===== src/rtl/core/pet_pkg.sv =====
// shared types and constants for the postfix expression evaluator
// used by pet_front, pet_back and postfix_expression_evaluator
`default_nettype none

package pet_pkg;

  localparam int STACK_DEPTH_DEF = 32;
  localparam int FRAC_BITS_DEF   = 16;
  localparam int QUEUE_DEPTH     = 2;

  // magnitude limit in whole units, scaled by the fraction width where used
  localparam logic [63:0] LIMIT_UNITS = 64'd100000000000000;

  typedef enum logic [3:0] {
    OP_PUSH = 4'd0,
    OP_ADD  = 4'd1,
    OP_SUB  = 4'd2,
    OP_MUL  = 4'd3,
    OP_DIV  = 4'd4,
    OP_OR   = 4'd5,
    OP_AND  = 4'd6,
    OP_EQ   = 4'd7,
    OP_NE   = 4'd8,
    OP_GT   = 4'd9,
    OP_GE   = 4'd10,
    OP_LT   = 4'd11,
    OP_LE   = 4'd12,
    OP_END  = 4'd13
  } opcode_t;

  typedef enum logic [1:0] {
    ST_OK    = 2'd0,
    ST_EMPTY = 2'd1,
    ST_RANGE = 2'd2,
    ST_FAULT = 2'd3
  } status_t;

  typedef enum logic [1:0] {
    K_PUSH = 2'd0,
    K_OPER = 2'd1,
    K_END  = 2'd2
  } kind_t;

  typedef struct packed {
    logic [3:0]         opcode;
    logic signed [63:0] operand_value;
  } token_t;

  typedef struct packed {
    logic signed [63:0] result_value;
    logic [1:0]         status;
  } result_t;

  // classified token handed from front to back
  typedef struct packed {
    kind_t              kind;
    opcode_t            opcode;
    logic signed [63:0] value;
  } q_entry_t;

endpackage

`default_nettype wire


===== src/rtl/core/pet_front.sv =====
// front end: accepts token beats, classifies them and queues them
// depends on pet_pkg
`default_nettype none

module pet_front import pet_pkg::*; (
  input  wire logic     clk,
  input  wire logic     rst,
  input  wire logic     token_valid,
  output logic          token_stall,
  input  wire token_t   token,
  output logic          q_valid,
  input  wire logic     q_take,
  output q_entry_t      q_entry
);

  localparam int PW = $clog2(QUEUE_DEPTH);

  q_entry_t         fifo [QUEUE_DEPTH];
  logic [PW-1:0]    wr_ptr;
  logic [PW-1:0]    rd_ptr;
  logic [PW:0]      count;
  q_entry_t         cls;
  logic             keep;
  logic             push;
  logic             pop;

  // classify; unused opcodes are dropped here
  always_comb begin
    cls.value  = token.operand_value;
    cls.opcode = opcode_t'(token.opcode);
    keep       = 1'b1;
    if (token.opcode == OP_PUSH) begin
      cls.kind = K_PUSH;
    end else if (token.opcode == OP_END) begin
      cls.kind = K_END;
    end else if (token.opcode > OP_END) begin
      cls.kind = K_OPER;
      keep     = 1'b0;
    end else begin
      cls.kind = K_OPER;
    end
  end

  assign token_stall = (count == (PW+1)'(QUEUE_DEPTH));
  assign q_valid     = (count != '0);
  assign q_entry     = fifo[rd_ptr];
  assign push        = token_valid && !token_stall && keep;
  assign pop         = q_valid && q_take;

  // queue storage
  always_ff @(posedge clk) begin
    if (push) begin
      fifo[wr_ptr] <= cls;
    end
  end

  // queue pointers
  always_ff @(posedge clk) begin
    if (rst) begin
      wr_ptr <= '0;
      rd_ptr <= '0;
      count  <= '0;
    end else begin
      if (push) begin
        wr_ptr <= wr_ptr + 1'b1;
      end
      if (pop) begin
        rd_ptr <= rd_ptr + 1'b1;
      end
      if (push && !pop) begin
        count <= count + 1'b1;
      end else if (pop && !push) begin
        count <= count - 1'b1;
      end
    end
  end

endmodule

`default_nettype wire


===== config.mk =====
export PLATFORM = sky130hd
export DESIGN_NAME = pet_front
export DESIGN_NICKNAME = d
export VERILOG_FILES = /design/src/rtl/core/pet_pkg.sv /design/src/rtl/core/pet_front.sv
export SDC_FILE = /design/constraint.sdc
export NUM_CORES = 1
export LEC_CHECK = 0
export CORE_ASPECT_RATIO = 0.6
export CORE_MARGIN = 10
export CORE_UTILIZATION = 50
export CTS_CLUSTER_DIAMETER = 80
export DETAILED_ROUTE_END_ITERATION = 7
export DONT_BUFFER_PORTS = 1
export GPL_ROUTABILITY_DRIVEN = 1
export PLACE_DENSITY = 0.68
export SKIP_LAST_GASP = 1
export SLEW_MARGIN = 0
export SYNTH_ARGS = -nofsm -noshare
export SYNTH_HDL_FRONTEND = slang
export SYNTH_SLANG_ARGS = --single-unit

===== constraint.sdc =====
create_clock -name clk -period 5.2 [get_ports clk]
set_input_delay 0.52 -clock clk [delete_from_list [all_inputs] [get_ports clk]]
set_output_delay 0.52 -clock clk [all_outputs]
set_load 0.01 [all_outputs]

Word-level counts from Yosys, hierarchy flattened. Memories as Yosys holds them, arrays and structs flattened. A register that Yosys moved wholly into a read port is not among the register bits. Index checks and enable logic that the tools add are counted.

Memories kept: 1. Input port bits: 72. Output and inout port bits: 72. RAM bits: 140. Register bits after elaboration: 4.

Memory list: fifo (words 2, width 70, read ports 1, clocked after Yosys merged registers in 1, write ports 1, line pet_front.sv:18) `q_entry_t fifo [QUEUE_DEPTH];`.

Magnitude comparators: 1. Reductions and logical operators: 11. Muxes and demuxes: 11. Add/sub/neg operators: 4. Equal/unequal tests: 2.

Operators by type and width (count): $mux 2 (4); $mux 1 (7); $logic_and 1x1->1 (5); $eq 4x4->1 const B (1); $gt 4x4->1 const B (1); $logic_not 4->1 (1); $reduce_bool 2->1 (2); $logic_not 1->1 (3); $add 1x1->1 const B (2); $add 2x1->2 const B (1); $eq 2x2->1 const B (1); $sub 2x1->2 const B (1).

Longest topological paths before layout.
Depth in word-level cells: 9. Depth in mapped cells: 6.

Worst setup path after synthesis. No wires, ideal clock.

Path type: input-to-reg. Start point: input port token[65] (netlist name). End point: memory fifo[0][0] (netlist name), enable pin. Slack: 0.688 ns. Stages: 2. Setup time: 0.507 ns. Required time: 4.693 ns. Path buffers: 0. Data arrival time: 4.005 ns. Cells stage by stage: a311oi_4 > nor2b_1.

Cells in the longest elaborated chain, start to end: 7. Elaborated cells on any way between the ends: 9. Those cells by class: 1 x order compare; 1 x eq/ne; 5 x mux; 2 x reduce/logical.

RTL lines: start, declared (line pet_front.sv:10) `input wire token_t token,`; $gt 4x4->1 (line pet_front.sv:36) `end else if (token.opcode > OP_END) begin`; $mux 1 (line pet_front.sv:36); $mux 1 (line pet_front.sv:34) `end else if (token.opcode == OP_END) begin`; $mux 1 * (line pet_front.sv:32) `if (token.opcode == OP_PUSH) begin`; $logic_and 1x1->1 * (line pet_front.sv:47) `assign push = token_valid && !token_stall && keep;`; $mux 1 * (line pet_front.sv:52) `if (push) begin`; $mux 1 (implied by the code) * (line pet_front.sv:53) `fifo[wr_ptr] <= cls;`; end, declared (line pet_front.sv:18).

Mark *: on every way between the ends. The rest lies on a longest branch, timed or not.

Worst setup path after layout.
Start point: register count[0]. End point: memory fifo[0][61] (netlist name), enable pin.

Cells in the longest elaborated chain, start to end: 6.

RTL lines: start, declared (line pet_front.sv:21) `logic [PW:0] count;`; start signal, assigned (line pet_front.sv:71) `count <= count + 1'b1;`; start signal, assigned (line pet_front.sv:73) `count <= count - 1'b1;`; $eq 2x2->1 (line pet_front.sv:44) `assign token_stall = (count == (PW+1)'(QUEUE_DEPTH));`; via token_stall (line pet_front.sv:9) `output logic token_stall,`; $logic_not 1->1 (line pet_front.sv:47); $logic_and 1x1->1 (2 in a row) (line pet_front.sv:47); via push (line pet_front.sv:24) `logic push;`; $mux 1 (line pet_front.sv:52); $mux 1 (implied by the code) (line pet_front.sv:53).

The timed path passes the listed nets, and every way through them passes these cells.

==> summary.md <==
| Metric | Value |
|---|---|
| Register cell area after layout | approximately 0.0043 mm^2 |
| Clock power frac | 37.7% |
| Depth of the worst hold-timing path | 1 |
| Final min period | 2.66 ns |
| Number of max-cap violations | 0 |
| Hold/Removal Path Class | input port to register |
| Final number of setup-violating endpoints | 0 |
| Post-DP Area | 0.00547 mm^2 |
| Switching fraction of total power | 25.3% |
| Number of warnings printed during yosys synthesis | 0 |
| Number of inserted filler cells in the final layout | 780 |
| Cts hold-fix bufs | 0 |
| Switching power | between 0.0008 and 0.0009 W |
| Number of resized instances in the post-cts repair step | 0 |
| Combinational share of power | around 15% |
| Clock slew seen by the registers of the worst setup and hold paths | about 0.06 ns |
| Final standard cell area without fillers | between 0.006 and 0.007 mm^2 |
| Synthesized netlist cell count | between 200 and 250 |
| Worst setup SP type | register |
| Weighted congestion reported at the end of routability-driven placement | ~0.67 |
| Count of unresolved DRC violations after routing | 0 |
| Highest fanout seen on the critical path | 33 |
| Vias per cell | approximately 5.4 |
| Final worst-path cycle share | 51.1% |
| Final slew viol count | 0 |
| Number of nets still failing antenna checks after routing | 0 |
| Critical path data arrival time | 2.71 ns |
| Overall Power | about 0.0033 W |
| Detailed-route wire length | between 9 and 10 mm |
| Peak supply drop | about 0.00031 V |
| Length in cells of the worst reg-to-reg path | 4 |
| Type of the setup path with the least slack | register to register |
| Initial antenna violation count | 0 |
| Number of optimization iterations in the first detailed-route pass | 4 |
| Leading cell type in the layout, fill and taps excluded | sky130_fd_sc_hd__edfxtp_1 |
| Core area | 0.0105 mm^2 |
| Share of post-route cells with drive strength above 1 | between 30% and 40% |
| Area occupied by multi-input gates | 972 um^2 |
| Delay of the slowest cell on the worst path | just under 0.9 ns |
| Final Hold Violating Endpoints | 0 |
| Flop2flop setup slack | approximately 2.5 ns |
| Setup repair after global routing missed its margin | false |
| Grt total ovfl | 0 |
| Worst setup skew after layout | approximately 0.0085 ns |
| Max H-tree Level | 4 |
| DIE HEIGHT | 99.8 um |
| DRC marker count from the first detailed-route iteration | between 100 and 150 |
| Initial standard-cell utilization of the core | approximately 51% |
| Count of state elements after synthesis | between 100 and 150 |
| Die Footprint | approximately 0.015 mm^2 |
| Commonest cells after routing, fill and taps aside | sky130_fd_sc_hd__edfxtp_1 (140), sky130_fd_sc_hd__mux2_2 (70), sky130_fd_sc_hd__clkbuf_16 (17), sky130_fd_sc_hd__nor2_1 (6) |
| Synthesized Nets | between 300 and 400 |
| # IOs | roughly 140 |
| Distinct cells, synth | 21 |
| Maximum number of pins on one net before global-route repair | ~70 |
| Number of core rows | 29 |
| Final sum of negative setup slack | 0 ns |
| Post-detailed-route wirelength per cell | around 24 um |
| Count of clock tree sinks | around 150 |
| Leakage power | 1.98 nW |
| Final antenna diode count | 0 |
| Share of the yosys chip area belonging to registers | 81.1% |
| List of cells traversed by the critical path | nor2b_2, a311oi_4, nor2b_4, buf_4 |
| Via count of the first global-routing pass | between 2000 and 2500 |
| Internal power | roughly 0.0025 W |
| Cell with the largest stage delay on the worst path | sky130_fd_sc_hd__nor2b_4 |
| Global-route usage over all layers | about an eighth |
| Syn Std Cell Area | 0.00531 mm^2 |
| Register share of total power | between 40% and 50% |
| Result of the run | finished, final reports clean |
| Maximum clock rate | approximately 380 MHz |
| Max Buffers Root-to-Sink | 2 |
| Clock root buffer | sky130_fd_sc_hd__clkbuf_16 |
| Routed vias | 2231 |
| Number of buffers inserted during clock tree synthesis | 17 |
| Mean instance size in the synthesized netlist | roughly 21 um^2 |
| Required time reported for the critical path endpoint | approximately 5.3 ns |
| Pwr Density | 543 mW/mm^2 |
| Post-CTS setup repair buffer count | 0 |
| Fin nets | ~330 |
| First-pass GRT wire length | 14.6 mm |
| Layout overhead on the synthesized area | 14.8% |
| Slew at the pin closest to its max-slew limit | about 1 ns |
| Skew-Pair Late Insertion Delay | approximately 0.40 ns |
| Max transition margin | a little over a third |
| Number of I/O port buffers | 0 |
| TritonCTS clock tree | built |
| Die width | ~150 um |
| Detailed placement HPWL | approximately 6.6 mm |
| Setup crit end kind | register |
[through the flow]
stage               util [%]  hold WS, ns  setup WS, ns  cells
floorplan                  -        0.465         0.688    248
global placement        52.4        0.477          2.54    381
detailed placement      52.4        0.493          2.49    381
CTS                     58.3        0.160          2.48    413
global route            58.3        0.156          2.35    413
finish                  58.3        0.182          2.54    413
[cell type report]
cell class	count	share of cell area, %
Inverter	1	0.0616
Tap cell	139	2.85
Multi-Input combinational cell	94	16.0
Timing Repair Buffer	2	0.246
Clock inverter	13	3.06
Clock buffer	19	7.11
Sequential cell	145	70.7
[routing by layer]
metal | up-vias | GRT usage [%] | share of wire, %
li1 | 1002 | - | -
met1 | 1110 | 13.8 | 39
met2 | 115 | 18.3 | 44
met3 | 4 | 11.0 | 16
met4 | 0 | 4.16 | 0.50
met5 | - | 0 | 0
[path summary, 6_finish.rpt]
| check | startpoint | to |
|---|---|---|
| min | rst | count[1] |
| max | count[0] | fifo[0][61] |
| min reg2reg | rd_ptr | rd_ptr |
| max reg2reg | count[0] | fifo[0][61] |
[registers in the layout (all words and copies together) (netlist names), named ones only]
name / cells
fifo: 140
count: 2
rd_ptr: 1
wr_ptr: 1
[worst max-delay path: cells and delay by family (launching register included)]
family	cells	cell delay (ns)
buffers and inverters	1	0.52
AO/OA/AOI/OAI	1	0.37
AND/OR/NAND/NOR	2	0.99
flip-flops	1	0.43
[synth_stat cells]
master	n	area share (%)
sky130_fd_sc_hd__nor2b_1	2	0.24
sky130_fd_sc_hd__a211o_1	1	0.17
sky130_fd_sc_hd__or3_1	1	0.12
sky130_fd_sc_hd__xor2_1	3	0.50
sky130_fd_sc_hd__nor3b_1	1	0.14
sky130_fd_sc_hd__nand2_1	1	0.071
sky130_fd_sc_hd__mux2_2	70	15
sky130_fd_sc_hd__inv_1	1	0.071
sky130_fd_sc_hd__a21oi_1	1	0.094
sky130_fd_sc_hd__mux2_1	1	0.21
sky130_fd_sc_hd__nor2_1	6	0.42
sky130_fd_sc_hd__buf_2	7	0.66
sky130_fd_sc_hd__clkbuf_1	1	0.071
sky130_fd_sc_hd__ha_1	1	0.24
sky130_fd_sc_hd__o21ai_0	2	0.19
sky130_fd_sc_hd__edfxtp_1	140	79
sky130_fd_sc_hd__nor2b_2	1	0.17
sky130_fd_sc_hd__or2_2	1	0.12
sky130_fd_sc_hd__dfxtp_1	5	1.9
sky130_fd_sc_hd__and2_1	1	0.12
sky130_fd_sc_hd__a311oi_4	1	0.50
[kinds of logic after synthesis]
logic type               after synthesis  synth area share (%)
AO/OA/AOI/OAI                          5                 0.943
XOR/XNOR                               3                 0.495
adder cells (fa/ha/maj)                1                 0.236
buffers and inverters                  9                 0.801
flip-flops                           145                  81.1
multiplexers                          71                  15.1
AND/OR/NAND/NOR                       14                  1.39
[power by group through the flow]
stage | Sequential (W) | Combinational [W] | Clock, W
6_report | 0.00156 | 0.000499 | 0.00125
5_1_grt | 0.00158 | 0.000536 | 0.00132
4_1_cts | 0.00157 | 0.000512 | 0.00128
3_5_place_dp | 0.00159 | 0.000508 | 0
3_3_place_gp | 0.00158 | 0.000507 | 0
2_1_floorplan | 0.00151 | 0.000466 | 0
Power figures use the tool's default switching activity.
